`src/epg_pkg.sv`:
```
// shared constants, types and the arctangent table of the ellipse point generator
package epg_pkg;

  // number of rotation stages in the cordic chain (8 to 32)
  localparam int CORDIC_STAGES = 16;

  // width of the cordic x, y and z datapath (q2.30 with headroom)
  localparam int TRIG_W = 33;

  // 1/(2*pi) in q0.32 turns per radian
  localparam logic [29:0] TURN_PER_RAD = 30'd683565276;
  // 1/360 in q0.32 turns per degree
  localparam logic [23:0] TURN_PER_DEG = 24'd11930465;
  // start vector of the rotation, cordic gain compensated, q2.30
  localparam logic [TRIG_W-1:0] CORDIC_GAIN = 33'd652032874;
  // rounding offset for the q.46 to q16.16 step
  localparam logic signed [64:0] ROUND_HALF = 65'sd536870912;

  // configuration register indexes
  typedef enum logic [2:0] {
    REG_SIZE_X    = 3'd0,
    REG_SIZE_Y    = 3'd1,
    REG_CENTER_X  = 3'd2,
    REG_CENTER_Y  = 3'd3,
    REG_SPEED     = 3'd4,
    REG_PHASE_DEG = 3'd5
  } reg_idx_e;

  // state handed from one cordic stage to the next
  typedef struct packed {
    logic              valid;
    logic              flip;
    logic [TRIG_W-1:0] x;
    logic [TRIG_W-1:0] y;
    logic [TRIG_W-1:0] z;
  } cordic_t;

  // arctangent of 2^-idx in turns, 2^32 to a full turn
  function automatic logic [31:0] atan_turn(input logic [4:0] idx);
    logic [31:0] v;
    case (idx)
      5'd0:  v = 32'd536870912;
      5'd1:  v = 32'd316933406;
      5'd2:  v = 32'd167458907;
      5'd3:  v = 32'd85004756;
      5'd4:  v = 32'd42667331;
      5'd5:  v = 32'd21354465;
      5'd6:  v = 32'd10679838;
      5'd7:  v = 32'd5340245;
      5'd8:  v = 32'd2670163;
      5'd9:  v = 32'd1335087;
      5'd10: v = 32'd667544;
      5'd11: v = 32'd333772;
      5'd12: v = 32'd166886;
      5'd13: v = 32'd83443;
      5'd14: v = 32'd41722;
      5'd15: v = 32'd20861;
      5'd16: v = 32'd10430;
      5'd17: v = 32'd5215;
      5'd18: v = 32'd2608;
      5'd19: v = 32'd1304;
      5'd20: v = 32'd652;
      5'd21: v = 32'd326;
      5'd22: v = 32'd163;
      5'd23: v = 32'd81;
      5'd24: v = 32'd41;
      5'd25: v = 32'd20;
      5'd26: v = 32'd10;
      5'd27: v = 32'd5;
      5'd28: v = 32'd3;
      5'd29: v = 32'd1;
      5'd30: v = 32'd1;
      default: v = 32'd0;
    endcase
    return v;
  endfunction

endpackage

```
`src/epg_angle.sv`:
```
// time stamp to angle pipeline: time*speed, turn reduction, phase add and quadrant fold
module epg_angle (
  input  logic                  clk_i,
  input  logic                  rst_ni,
  input  logic                  en_i,
  input  logic                  valid_i,
  input  logic [47:0]           time_stamp_i,
  input  logic signed [23:0]    speed_i,
  input  logic [31:0]           phase_turn_i,
  output epg_pkg::cordic_t      st_o
);

  logic [2:0]         v_q;
  logic signed [56:0] mlo_q;
  logic [31:0]        mhi_q;
  logic [63:0]        p_q;
  logic [61:0]        plo_q;
  logic [31:0]        phi_q;
  epg_pkg::cordic_t   st_q;

  logic signed [40:0] mhi_full;
  logic [63:0]        p_d;
  logic [61:0]        phi_full;
  logic [31:0]        ang;
  logic               flip;
  logic               zt;

  // partial products of time*speed, result only needed modulo 2^64
  always_comb begin
    mhi_full = $signed({1'b0, time_stamp_i[47:32]}) * speed_i;
    p_d      = {{7{mlo_q[56]}}, mlo_q} + {mhi_q, 32'd0};
    phi_full = p_q[63:32] * epg_pkg::TURN_PER_RAD;
  end

  // turn fraction plus phase, fold the left half plane onto the right
  always_comb begin
    ang  = {2'b00, plo_q[61:32]} + phi_q + phase_turn_i;
    flip = ang[31] ^ ang[30];
    zt   = ang[31] ^ flip;
  end

  // valid pipeline and the hand-off register to the cordic chain
  always_ff @(posedge clk_i or negedge rst_ni) begin
    if (!rst_ni) begin
      v_q  <= '0;
      st_q <= '0;
    end else if (en_i) begin
      v_q        <= {v_q[1:0], valid_i};
      st_q.valid <= v_q[2];
      st_q.flip  <= flip;
      st_q.x     <= epg_pkg::CORDIC_GAIN;
      st_q.y     <= '0;
      st_q.z     <= {zt, zt, ang[30:0]};
    end
  end

  // payload stages
  always_ff @(posedge clk_i) begin
    if (en_i) begin
      mlo_q     <= $signed({1'b0, time_stamp_i[31:0]}) * speed_i;
      mhi_q     <= mhi_full[31:0];
      p_q       <= p_d;
      plo_q     <= p_q[31:0] * epg_pkg::TURN_PER_RAD;
      phi_q     <= phi_full[31:0];
    end
  end

  assign st_o = st_q;

endmodule

```
`config.mk`:
```
export PLATFORM = sky130hd
export DESIGN_NAME = epg_angle
export DESIGN_NICKNAME = d
export VERILOG_FILES = /design/src/epg_pkg.sv /design/src/epg_angle.sv
export SDC_FILE = /design/constraint.sdc
export NUM_CORES = 2
export LEC_CHECK = 0
export BUFFER_PORTS_ARGS = -buffer_cell sky130_fd_sc_hd__buf_2
export CORE_UTILIZATION = 65
export DETAILED_ROUTE_END_ITERATION = 6
export GPL_ROUTABILITY_DRIVEN = 0
export PLACE_DENSITY_LB_ADDON = 0.1
export SKIP_LAST_GASP = 1
export SYNTH_ARGS = -nofsm -noshare
export SYNTH_HDL_FRONTEND = slang
export SYNTH_SLANG_ARGS = --single-unit
export TNS_END_PERCENT = 50
```
`constraint.sdc`:
```
create_clock -name clk_i -period 13.27 [get_ports clk_i]
set_input_delay 2.654 -clock clk_i [delete_from_list [all_inputs] [get_ports clk_i]]
set_output_delay 2.654 -clock clk_i [all_outputs]
set_load 0.01 [all_outputs]
```
Word level (Yosys, flattened, before mapping)
Index checks and enable logic that the tools add are counted.
{"block": "op_classes", "bitwise_logic": 2, "add_sub_neg": 3, "n_mul": 4}
{"cell": "$add 64x64->64", "n": 1}
{"cell": "$mul 32x28->60 const B", "n": 1}
{"cell": "$mul 33x24->57", "n": 1}
{"cell": "$add 30x32->32", "n": 1}
{"cell": "$add 32x32->32", "n": 1}
{"cell": "$mul 17x24->32", "n": 1}
{"cell": "$mul 32x28->30 const B", "n": 1}
{"cell": "$xor 1x1->1", "n": 2}
{"block": "totals", "output_inout_bits": 101, "elab_cells": 19, "in_bits": 108, "reg_bits": 281}

Logic depth before layout (Yosys ltp)
{"block": "depth", "ltp_word": 4, "mapped_depth": 30, "mapped_depth_nobuf": 28}

Worst setup path after synthesis
OpenSTA, ideal clock, no wires.
{"block": "synth_path", "path_kind": "in2reg", "startpoint": "in speed_i[6]", "endpoint": "reg mlo_q[56], data pin", "slack_ns": 3.862, "arrival_ns": 9.148, "required_ns": 13.010, "path_buffers": 2, "cell_stages": 28, "setup_time_ns": 0.260, "path_cell_list": "clkbuf_1 -> clkbuf_1 -> nand2_1 -> fa_1 -> inv_1 -> fa_1 -> inv_1 -> fa_1 -> fa_1 -> inv_1 -> fa_1 -> fa_1 -> inv_1 -> fa_1 -> inv_1 -> ha_1 -> nand2_1 -> nor2_1 -> o21ai_0 -> a21oi_1 -> o21ai_1 -> a31oi_1 -> a41oi_1 -> o21bai_1 -> o21ai_1 -> o311ai_0 -> a21oi_1 -> xnor2_1"}
{"block": "synth_via", "elab_chain_len": 1}
{"item": "from (decl)", "line_no": "epg_angle.sv:8", "rtl": "input logic signed [23:0] speed_i,"}
{"item": "$mul 33x24->57", "line_no": "epg_angle.sv:60", "rtl": "mlo_q <= $signed({1'b0, time_stamp_i[31:0]}) * speed_i;"}
{"item": "to (signal assigned)", "line_no": "epg_angle.sv:60"}
{"item": "to (decl)", "line_no": "epg_angle.sv:14", "rtl": "logic signed [56:0] mlo_q;"}
Every way passes these cells.
A chain may end at the register's enable or synchronous reset.

Final worst setup path
{"block": "layout_path", "startpoint": "in speed_i[4]", "endpoint": "reg mlo_q[56], data pin"}
The elaborated chain is that of the path after synthesis.

==> reports/qor.csv <==
stage,metric,value,unit
run_status,status,finished clean,
flow_run,cap_violations,0,
clocking,clock-sinks,247,
finish,regArea,7227,sq um
global_route,antenna_found_initial,8,
detailed_routing,drt_iter0_drc,2847,
global_route,grt_usage,31.59,%
die,die_x,327.3,um
sta,hold_viol_final,0,
die,ios,209,
die,coreArea,104200,sq um
critical_path,r2r_cells,24,
critical_path,startpoint,speed_i[4],
critical_path,arrival,10.36,ns
critical_path,r2r-start,p_q[19],
clocking,cts.clk_slew.worst_paths,0.06,ns
detailed_routing,drt_first_pass_iters,5,
clocking,numCtsBuffers,27,
finish,multiInputGateArea,53440,sq um
sta,rsz0062_at_grt,no,
global_route,grt_pass1_wl,263200,um
sta,finalSetupTns,0,ns
min_path,hold_end,p_q[19],
min_path,whs_path_depth,0,
yosys,yosysMostFrequentCell,inv_1,
critical_path,r2r_setup_slack,4.86,ns
detailed_routing,wirelength,162300,um
detailed_routing,vias,46000,
yosys,synth-edff-count,209,
die,die_y,327.3,um
yosys,yosys-top-cells-area,"fa_1 43%, ha_1 16%, inv_1 10%",
critical_path,start_kind,input pin,
sta,finClkSkew,0.02219,ns
critical_path,crit_type,in -> reg,
place,portBuffers,160,
yosys,yosysSeqAreaShare,10.50,%
global_route,grt_overflow,0,
yosys,yosysTopAreaCellShare,43.44,%
yosys,synthTopCellsByCount,"1,864 x inv_1, 1,493 x fa_1, 853 x ha_1",
yosys,synth_seq_cells,247,
yosys,postSynthAreaPerCell,9.907,sq um
die,num_rows,118,
yosys,synth_top_cell_by_area,fa_1,
yosys,ys_types,78,
yosys,ys.warnings.count,0,
clocking,htreeDepth,1,
sta,min_period_over_period,75.48,%
detailed_routing,drc_errors,0,
critical_path,crit_fanout,28,
sta,slew_headroom,21.81,%
place,hpwl,132100,um
finish,n_fill_cell,8161,
detailed_routing,postRouteAntennaNets,0,
clocking,cts_root_buf,clkbuf_16,
yosys,syn_inst,6944,
die,start_util,66.00,%
min_path,holdCritStartpoint,mlo_q[19],
sta,max_slew.worst_pin.slew,1.173,ns
sta,setup_viol,0,
critical_path,end_kind,flop,
sta,fin_crit,10.02,ns
clocking,post-cts-setup-buffer-count,0,
sta,fmax,0.09984,GHz
finish,syn_to_final_growth,3.748,%
min_path,min_path_type,reg -> reg,
detailed_routing,wl_per_cell,19.48,um
finish,layout-drive-gt1-share,4.203,%
clocking,clock_latency,0.60,ns
critical_path,r2r_end,plo_q[61],
clocking,cts_tree,built,
yosys,ys_async_sr_fraction,15.38,%
finish,nets,9380,
clocking,cts_buffer_depth,3,
clocking,cts-resized-gates,0,
global_route,grt_pass1_vias,49440,
sta,drv_slew,0,
critical_path,worstPathRequired,13.62,ns
yosys,syn_area,68800,sq um
die,die-area,107100,sq um
detailed_routing,viasPerCell,5.521,
clocking,hold_buffers,0,
yosys,synth_top_flop_cell,edfxtp_1,
global_route,grt_max_degree,140,
[placed cells by master, fill, tap and decap left out, types with 11 or more instances in the layout]
master	instances
a211oi_1	11
a21o_1	75
a21oi_1	154
and2_1	493
and3_1	19
buf_2	159
buf_4	28
clkbuf_16	29
conb_1	48
dfrtp_1	38
edfxtp_1	209
fa_1	1493
ha_1	853
inv_1	1864
mux2_2	27
nand2_1	667
nand2b_1	34
nand3_1	30
nor2_1	107
nor2b_1	39
nor3_1	26
o211ai_1	14
o21a_1	31
o21ai_0	68
o21ai_1	15
o21bai_1	23
xnor2_1	172
xor2_1	53
[worst max-delay path by stage]
stage,to,slack [ns],cells past startpoint
6_report,mlo_q[56],3.25,26
5_1_grt,mlo_q[56],2.89,26
2_1_floorplan,mlo_q[56],3.86,28
3_3_place_gp,mlo_q[56],2.88,26
3_5_place_dp,mlo_q[56],2.74,26
4_1_cts,mlo_q[56],3.38,26
[flip-flops by register name, summed over array words and instances, names as in the netlist]
| name | cells |
|---|---|
| p_q | 62 |
| v_q | 3 |
| phi_q | 30 |
| st_o | 35 |
| mhi_q | 30 |
| plo_q | 30 |
| mlo_q | 57 |
[worst max-delay path, stage by stage]
cell      delay, ns
buf_2          0.51
buf_4          0.41
nand2_1        0.12
fa_1           0.56
fa_1           0.44
fa_1           0.51
fa_1           0.52
inv_1          0.06
fa_1           0.50
fa_1           0.49
inv_1          0.05
fa_1           0.47
inv_1          0.04
ha_1           0.41
nand3_1        0.19
nor2_1         0.16
o21ai_0        0.10
a21oi_1        0.16
o21ai_1        0.16
a31oi_1        0.39
a41oi_1        0.27
o21bai_1       0.34
o21ai_1        0.17
o311ai_0       0.36
a21oi_1        0.13
xnor2_1        0.13
[final cells by class]
| class | count | area share, % |
|---|---|---|
| antenna | 5 | 0.01753 |
| clock buffer | 34 | 1.082 |
| tap | 1380 | 2.419 |
| timing repair buffer | 188 | 1.430 |
| inverter | 1864 | 9.803 |
| multi-input combinational | 4598 | 74.87 |
| sequential | 247 | 10.13 |
| clock inverter | 16 | 0.2577 |
[stage by stage]
stage	hold WS, ns	utilization (%)	worst slack (ns)	area (sq um)	instances
floorplan	0.4003	-	3.862	68970	6991
global placement	0.4007	67.55	2.881	70410	8277
detailed placement	0.4045	67.55	2.737	70410	8277
CTS	0.4183	68.46	3.377	71360	8327
global route	0.4195	68.47	2.893	71370	8330
finish	0.4147	68.48	3.254	71380	8332
[cell families (layout without fill, tap and decap cells)]
family | count (synthesis) | after routing | share of synthesized area [%]
other cells | 1 | 53 | 0.005451
mux | 30 | 30 | 0.4929
xor+xnor | 226 | 226 | 2.897
simple gates | 1464 | 1464 | 10.46
flops | 247 | 247 | 10.50
fa+ha+maj | 2346 | 2346 | 58.96
compound gates | 484 | 484 | 4.607
buf+inv | 2146 | 2102 | 12.08
[metal layers]
| layer | wire length, um | up-vias | track usage (%) |
|---|---|---|---|
| li1 | - | 20600 | - |
| met1 | 68380 | 23420 | 43.69 |
| met2 | 76450 | 1694 | 51.74 |
| met3 | 12610 | 274 | 5.559 |
| met4 | 4804 | 6 | 8.503 |
| met5 | 46 | - | 0 |
Power is not shown: default switching activity piles up to over one toggle a cycle in this logic, so the estimate is an artifact.
