### src/epg_pkg.sv
// shared constants, types and the arctangent table of the ellipse point generator
package epg_pkg;

  // number of rotation stages in the cordic chain (8 to 32)
  localparam int CORDIC_STAGES = 16;

  // width of the cordic x, y and z datapath (q2.30 with headroom)
  localparam int TRIG_W = 33;

  // 1/(2*pi) in q0.32 turns per radian
  localparam logic [29:0] TURN_PER_RAD = 30'd683565276;
  // 1/360 in q0.32 turns per degree
  localparam logic [23:0] TURN_PER_DEG = 24'd11930465;
  // start vector of the rotation, cordic gain compensated, q2.30
  localparam logic [TRIG_W-1:0] CORDIC_GAIN = 33'd652032874;
  // rounding offset for the q.46 to q16.16 step
  localparam logic signed [64:0] ROUND_HALF = 65'sd536870912;

  // configuration register indexes
  typedef enum logic [2:0] {
    REG_SIZE_X    = 3'd0,
    REG_SIZE_Y    = 3'd1,
    REG_CENTER_X  = 3'd2,
    REG_CENTER_Y  = 3'd3,
    REG_SPEED     = 3'd4,
    REG_PHASE_DEG = 3'd5
  } reg_idx_e;

  // state handed from one cordic stage to the next
  typedef struct packed {
    logic              valid;
    logic              flip;
    logic [TRIG_W-1:0] x;
    logic [TRIG_W-1:0] y;
    logic [TRIG_W-1:0] z;
  } cordic_t;

  // arctangent of 2^-idx in turns, 2^32 to a full turn
  function automatic logic [31:0] atan_turn(input logic [4:0] idx);
    logic [31:0] v;
    case (idx)
      5'd0:  v = 32'd536870912;
      5'd1:  v = 32'd316933406;
      5'd2:  v = 32'd167458907;
      5'd3:  v = 32'd85004756;
      5'd4:  v = 32'd42667331;
      5'd5:  v = 32'd21354465;
      5'd6:  v = 32'd10679838;
      5'd7:  v = 32'd5340245;
      5'd8:  v = 32'd2670163;
      5'd9:  v = 32'd1335087;
      5'd10: v = 32'd667544;
      5'd11: v = 32'd333772;
      5'd12: v = 32'd166886;
      5'd13: v = 32'd83443;
      5'd14: v = 32'd41722;
      5'd15: v = 32'd20861;
      5'd16: v = 32'd10430;
      5'd17: v = 32'd5215;
      5'd18: v = 32'd2608;
      5'd19: v = 32'd1304;
      5'd20: v = 32'd652;
      5'd21: v = 32'd326;
      5'd22: v = 32'd163;
      5'd23: v = 32'd81;
      5'd24: v = 32'd41;
      5'd25: v = 32'd20;
      5'd26: v = 32'd10;
      5'd27: v = 32'd5;
      5'd28: v = 32'd3;
      5'd29: v = 32'd1;
      5'd30: v = 32'd1;
      default: v = 32'd0;
    endcase
    return v;
  endfunction

endpackage

### src/epg_scale.sv
// one output axis: unfold, multiply by the radius, round, add centre and saturate
module epg_scale (
  input  logic                               clk_i,
  input  logic                               en_i,
  input  logic [epg_pkg::TRIG_W-1:0]         trig_i,
  input  logic                               flip_i,
  input  logic signed [31:0]                 size_i,
  input  logic signed [31:0]                 center_i,
  output logic [31:0]                        point_o
);

  logic signed [epg_pkg::TRIG_W-1:0] neg_q;
  logic signed [64:0]                prod_q;
  logic signed [34:0]                rnd_q;

  logic signed [64:0] sum_r;
  logic signed [64:0] shr;
  logic signed [35:0] tot;

  // rounding half up, the centre offset and saturation
  always_comb begin
    sum_r = prod_q + epg_pkg::ROUND_HALF;
    shr   = sum_r >>> 30;
    tot   = $signed({rnd_q[34], rnd_q}) + $signed({{4{center_i[31]}}, center_i});
    if (tot > 36'sd2147483647) begin
      point_o = 32'h7FFF_FFFF;
    end else if (tot < -36'sd2147483648) begin
      point_o = 32'h8000_0000;
    end else begin
      point_o = tot[31:0];
    end
  end

  always_ff @(posedge clk_i) begin
    if (en_i) begin
      neg_q  <= flip_i ? -$signed(trig_i) : $signed(trig_i);
      prod_q <= neg_q * size_i;
      rnd_q  <= shr[34:0];
    end
  end

endmodule

### config.mk
export PLATFORM = sky130hd
export DESIGN_NAME = epg_scale
export DESIGN_NICKNAME = d
export VERILOG_FILES = /design/src/epg_pkg.sv /design/src/epg_scale.sv
export SDC_FILE = /design/constraint.sdc
export NUM_CORES = 2
export LEC_CHECK = 0
export BUFFER_PORTS_ARGS = -buffer_cell sky130_fd_sc_hd__buf_4
export CAP_MARGIN = 20
export CORE_UTILIZATION = 40
export CTS_CLUSTER_SIZE = 12
export DETAILED_ROUTE_END_ITERATION = 12
export PLACE_DENSITY = 0.62
export SETUP_SLACK_MARGIN = 0.15
export SKIP_LAST_GASP = 1
export SYNTH_ARGS = -nofsm -noshare
export SYNTH_HDL_FRONTEND = slang
export SYNTH_SLANG_ARGS = --single-unit
### constraint.sdc
create_clock -name clk_i -period 10.1 [get_ports clk_i]
set_clock_uncertainty 0.2 [all_clocks]
set_input_delay 1.515 -clock clk_i [delete_from_list [all_inputs] [get_ports clk_i]]
set_output_delay 1.515 -clock clk_i [all_outputs]
set_load 0.02 [all_outputs]
Word level (Yosys, flattened, before mapping):

Index checks and enable logic that the tools add are counted.
Widths: inputs -> output; s select.

* multiply operators: 1
* $add $sub $neg: 3
* magnitude comparators: 2
* muxes and demuxes: 3

Operator list (count)
* $add 65x31->65 const B: 1
* $mul 33x32->65: 1
* $mux 32: 2
* $add 35x32->36: 1
* $gt 36x32->1 const B: 1
* $lt 36x32->1 const B: 1
* $mux 33: 1
* $neg 33->33: 1

* register bits: 133
* word-level logic and storage cells: 12
* input port bits: 100
* output and inout bits: 32

Longest topological paths before layout:

* depth in word-level cells: 4
* mapped depth: 29
* gate-level depth less buffers: 27

Least setup slack after synthesis:

OpenSTA, ideal clock, no wires.

* path type: input to register
* start: in size_i[8]
* end: reg prod_q[64] (data pin)
* path slack: 824 ps
* buffers on the path: 1
* stages: 26
* data arrival time: 8816 ps
* required time: 9640 ps
* library setup time: 260 ps
* cells stage by stage: clkbuf_1 nand2_1 fa_1 fa_1 fa_1 inv_1 fa_1 inv_1 fa_1 inv_1 fa_1 inv_1 fa_1 inv_1 fa_1 ha_1 a21o_1 a21o_1 a211oi_1 a21oi_1 nand2_1 a31oi_1 a31oi_1 o21ai_0 a21oi_1 xnor2_1

* word-level cells in the longest chain between the ends: 1

Ends and longest elaborated chain
* start: declaration: RTL line epg_scale.sv:7 `input logic signed [31:0] size_i,`
* $mul 33x32->65: RTL line epg_scale.sv:37 `prod_q <= neg_q * size_i;`
* end signal: assignment: RTL line epg_scale.sv:37
* end: declaration: RTL line epg_scale.sv:13 `logic signed [64:0] prod_q;`

No other way between the ends.
A chain may end at the register's enable or synchronous reset.

Worst setup path in the final report:

Same ends and word-level chain as after synthesis.

==> impl.org <==
** STA
- Setup violations remaining at the end of the flow were counted as 0.
- The max-slew violation count came to 0.
- Final period demand of the worst path :: 9.61 ns
- Headroom to the max-slew limit came out at 0.206.
- Setup repair after global routing left no endpoint under its margin.
- Highest achievable clock rate :: 104 MHz
- Tightest Pin Transition :: 1.19 ns
- Number of failing hold endpoints at the final stage :: 0
- Dividing the final minimum period by the clock period gives 0.951.

** GRT
- Met2 usage :: 0.400
- Entering global routing, the biggest net connects 72 pins.
- Total Routing Usage GR :: 0.232
- First-pass GRT wire length :: 190 mm
- Gr busiest metal :: met2
- Number of antenna violations at the first check in global routing :: 8
- In the global route stage, met1 resource usage came out at 0.299.
- GR Util met3 :: 0.0294
- The number of global-route vias before repair came to 33600.
- The total overflow left after global routing is 0.

** CTS
- TritonCTS Buffers :: 9
- CTS-repair resized insts :: 0
- After clock tree synthesis, the setup repair step added 0 buffers.
- The H-tree was split into 3 levels.
- CTS Buffer Depth :: 2
- For this design, the CTS-stage hold fixing added 0 buffers.
- After clock tree synthesis, the clock-pin slew on the worst setup and hold paths is 0.10 ns.
- TritonCTS built the clock tree.
- The cell sitting at the root of the clock tree is a sky130_fd_sc_hd__clkbuf_16.
- Sinks on Clock Net :: 104
- Clock latency of the later-clocked register in the worst-skew pair :: 0.40 ns

** Worst setup path
- The worst setup path is captured at a flop.
- Endpoint arrival time on the critical path :: 9.57 ns
- Of all nets on the critical path, the largest fanout is 33.
- For the worst setup path, the data required time is 10.06 ns.
- The setup path with the least slack is of type in -> reg.
- Type of origin of the critical path :: primary input

** Synth
- In the synthesized netlist the dominant register cell turns out to be sky130_fd_sc_hd__edfxtp_1.
- In the synthesized netlist, the number of instances is 4442.
- Yosys attributes the largest share of cell area to sky130_fd_sc_hd__fa_1 52%, sky130_fd_sc_hd__inv_1 9.2%, sky130_fd_sc_hd__and2_1 7.8%.
- Flops & latches, synth :: 104
- Counting flops with an async set or reset pin after synthesis yields a share of 0.
- Mean instance size in the synthesized netlist :: 9.60 µm²
- The mapped netlist covers 42700 µm².
- Area share of the largest cell type after synthesis :: 0.522
- In this run, distinct cell masters in the synthesized netlist total 63.
- Yosys synthesis warning count :: 0
- Number of nets in the synthesized netlist :: 5873
- Of the synthesized area, sequential elements account for 0.0732.
- Counting flops with a built-in enable in the synthesized netlist gives 104.
- Synth area leader :: sky130_fd_sc_hd__fa_1

** Layout
- Fraction of layout cells with a size suffix above 1 :: 0.0578
- Counting the fill cells in the layout gives 10200.
- Compared with the post-synthesis result, the final layout area differs by 7.22%.
- Final net count :: 5904
- Leaving out filler cells and counting taps, the final layout contains 5873.

** Detailed routing
- Once detail routing completed, the nets flagged for antenna violations numbered 0.
- Aggregate routed wire length :: 118 mm
- Across all layers, the routed design uses 29800 vias.
- In the routed design, unresolved DRC markers number 10.
- The first routing iteration left 2052 violations.
- Per-cell routed wire length :: 20.0 µm
- Using the TritonRoute via totals, the vias-per-cell ratio works out to 5.08.
- Number of optimization iterations in the first detailed-route pass :: 9

** Placed design
- Post-detail-place hpwl :: 94.6 mm
- The congestion estimate from routability-driven global placement came to 0.905.
- Post-Place Cells :: 5850
- Port bufs :: 131

** Job
- Maxcap violations :: 0

** Die
- Vert. Die Dim :: 329 µm
- Die Outline Area :: 108000 µm²
- In this run the horizontal extent of the chip is 329 µm.
- In this run the standard cell core region covers 106000 µm².
- The floorplan has 119 rows.
- 132 I/O pins were placed.
- For this configuration, the core starts out at a cell density of 0.404.

** Run status
- Violated checks :: design-rule violations
- Status :: finished with violations

** Worst hold path
- Worst hold path type :: reg -> reg
==> worst max-delay path: stages <==
cell                       delay, ns
sky130_fd_sc_hd__buf_4          0.44
sky130_fd_sc_hd__nand2_1        0.24
sky130_fd_sc_hd__fa_1           0.68
sky130_fd_sc_hd__fa_1           0.51
sky130_fd_sc_hd__fa_1           0.63
sky130_fd_sc_hd__inv_1          0.08
sky130_fd_sc_hd__fa_1           0.53
sky130_fd_sc_hd__buf_4          0.23
sky130_fd_sc_hd__fa_1           0.47
sky130_fd_sc_hd__fa_1           0.57
sky130_fd_sc_hd__fa_1           0.46
sky130_fd_sc_hd__fa_1           0.48
sky130_fd_sc_hd__ha_1           0.43
sky130_fd_sc_hd__nand2_1        0.14
sky130_fd_sc_hd__nor3_1         0.40
sky130_fd_sc_hd__and3_1         0.39
sky130_fd_sc_hd__o311ai_1       0.17
sky130_fd_sc_hd__buf_4          0.20
sky130_fd_sc_hd__a31oi_1        0.30
sky130_fd_sc_hd__a31oi_1        0.18
sky130_fd_sc_hd__o21ai_0        0.25
sky130_fd_sc_hd__a21oi_1        0.11
sky130_fd_sc_hd__xnor2_1        0.13
==> layer usage <==
metal  vias to the layer above  wire length, µm
li1                      13000                -
met1                     15700            48300
met2                       902            58100
met3                       218             6850
met4                         2             4500
met5                         -               13
==> per-stage QoR <==
stage / instance area [µm²] / utilization / TNS (ns) / hold WS [ns] / worst slack, ns
2_1_floorplan: 42700 / - / 0 / 0.341 / 0.824
4_1_cts: 45700 / 0.432 / 0 / 0.396 / 0.534
5_1_grt: 45700 / 0.433 / 0 / 0.415 / 0.185
6_report: 45700 / 0.433 / 0 / 0.394 / 0.491
3_3_place_gp: 45300 / 0.429 / -4.22 / 0.367 / -0.674
3_5_place_dp: 45400 / 0.430 / 0 / 0.366 / 0.126
==> cell usage in the layout, fill, tap and decap left out, types with 5 or more instances in the layout <==
cell / count
sky130_fd_sc_hd__edfxtp_1: 104
sky130_fd_sc_hd__xnor2_1: 98
sky130_fd_sc_hd__nor2_1: 83
sky130_fd_sc_hd__fa_1: 1112
sky130_fd_sc_hd__o21ai_0: 52
sky130_fd_sc_hd__or3_1: 12
sky130_fd_sc_hd__and3_1: 18
sky130_fd_sc_hd__nor2b_1: 13
sky130_fd_sc_hd__a31o_2: 5
sky130_fd_sc_hd__and4_1: 6
sky130_fd_sc_hd__and2_1: 532
sky130_fd_sc_hd__inv_1: 1049
sky130_fd_sc_hd__nor3_1: 16
sky130_fd_sc_hd__a211oi_1: 7
sky130_fd_sc_hd__a21o_1: 71
sky130_fd_sc_hd__nand4_1: 13
sky130_fd_sc_hd__o21bai_1: 11
sky130_fd_sc_hd__or4_1: 5
sky130_fd_sc_hd__ha_1: 219
sky130_fd_sc_hd__xor2_1: 39
sky130_fd_sc_hd__nand2b_1: 19
sky130_fd_sc_hd__a31oi_1: 7
sky130_fd_sc_hd__nand2_1: 554
sky130_fd_sc_hd__o21a_1: 12
sky130_fd_sc_hd__a21oi_1: 71
sky130_fd_sc_hd__nand3_1: 34
sky130_fd_sc_hd__o31ai_1: 9
sky130_fd_sc_hd__clkbuf_16: 9
sky130_fd_sc_hd__o211ai_1: 8
sky130_fd_sc_hd__o22ai_1: 5
sky130_fd_sc_hd__buf_4: 222
==> sequential cells by signal, summed over array words and instances (netlist names) <==
signal,flops
neg_q,33
prod_q,36
rnd_q,35
==> cells by family after synthesis <==
family / Yosys count / synth area share
simple gates: 1315 / 0.155
mux: 2 / 0.000469
fa+ha+maj: 1331 / 0.586
flops: 104 / 0.0732
xor+xnor: 137 / 0.0281
buf+inv: 1258 / 0.111
compound gates: 295 / 0.0463
==> layout make-up <==
type / count / area [µm²] / area share
tap: 1391 / 1740 / 0.0381
inverter: 1050 / 3940 / 0.0862
clock inverter: 7 / 66.3 / 0.00145
antenna: 4 / 10.0 / 0.000219
timing repair buffer: 228 / 1810 / 0.0396
clock buffer: 9 / 225 / 0.00492
multi-input combinational: 3080 / 34800 / 0.761
sequential: 104 / 3120 / 0.0683
==> final timing paths <==
check             start  depth (start not counted)         end  slack (ns)
max           size_i[8]                         23  prod_q[64]        0.49
min reg2reg  prod_q[39]                          1    rnd_q[9]        0.39
min          prod_q[39]                          1    rnd_q[9]        0.39
max reg2reg   neg_q[26]                         23  prod_q[56]        0.98
==> Yosys cell counts (13+ instances only) <==
cell type	number
sky130_fd_sc_hd__nor2_1	83
sky130_fd_sc_hd__and2_1	532
sky130_fd_sc_hd__and3_1	18
sky130_fd_sc_hd__nor2b_1	13
sky130_fd_sc_hd__a21o_1	71
sky130_fd_sc_hd__nor3_1	16
sky130_fd_sc_hd__ha_1	219
sky130_fd_sc_hd__o21ai_0	52
sky130_fd_sc_hd__nand3_1	34
sky130_fd_sc_hd__a21oi_1	71
sky130_fd_sc_hd__nand4_1	13
sky130_fd_sc_hd__fa_1	1112
sky130_fd_sc_hd__inv_1	1049
sky130_fd_sc_hd__xnor2_1	98
sky130_fd_sc_hd__edfxtp_1	104
sky130_fd_sc_hd__nand2b_1	19
sky130_fd_sc_hd__nand2_1	554
sky130_fd_sc_hd__clkbuf_1	204
sky130_fd_sc_hd__xor2_1	39
Power is left out: the tool's default activity adds up to more than one toggle a clock period on the data nets, which glitch-free logic cannot reach.
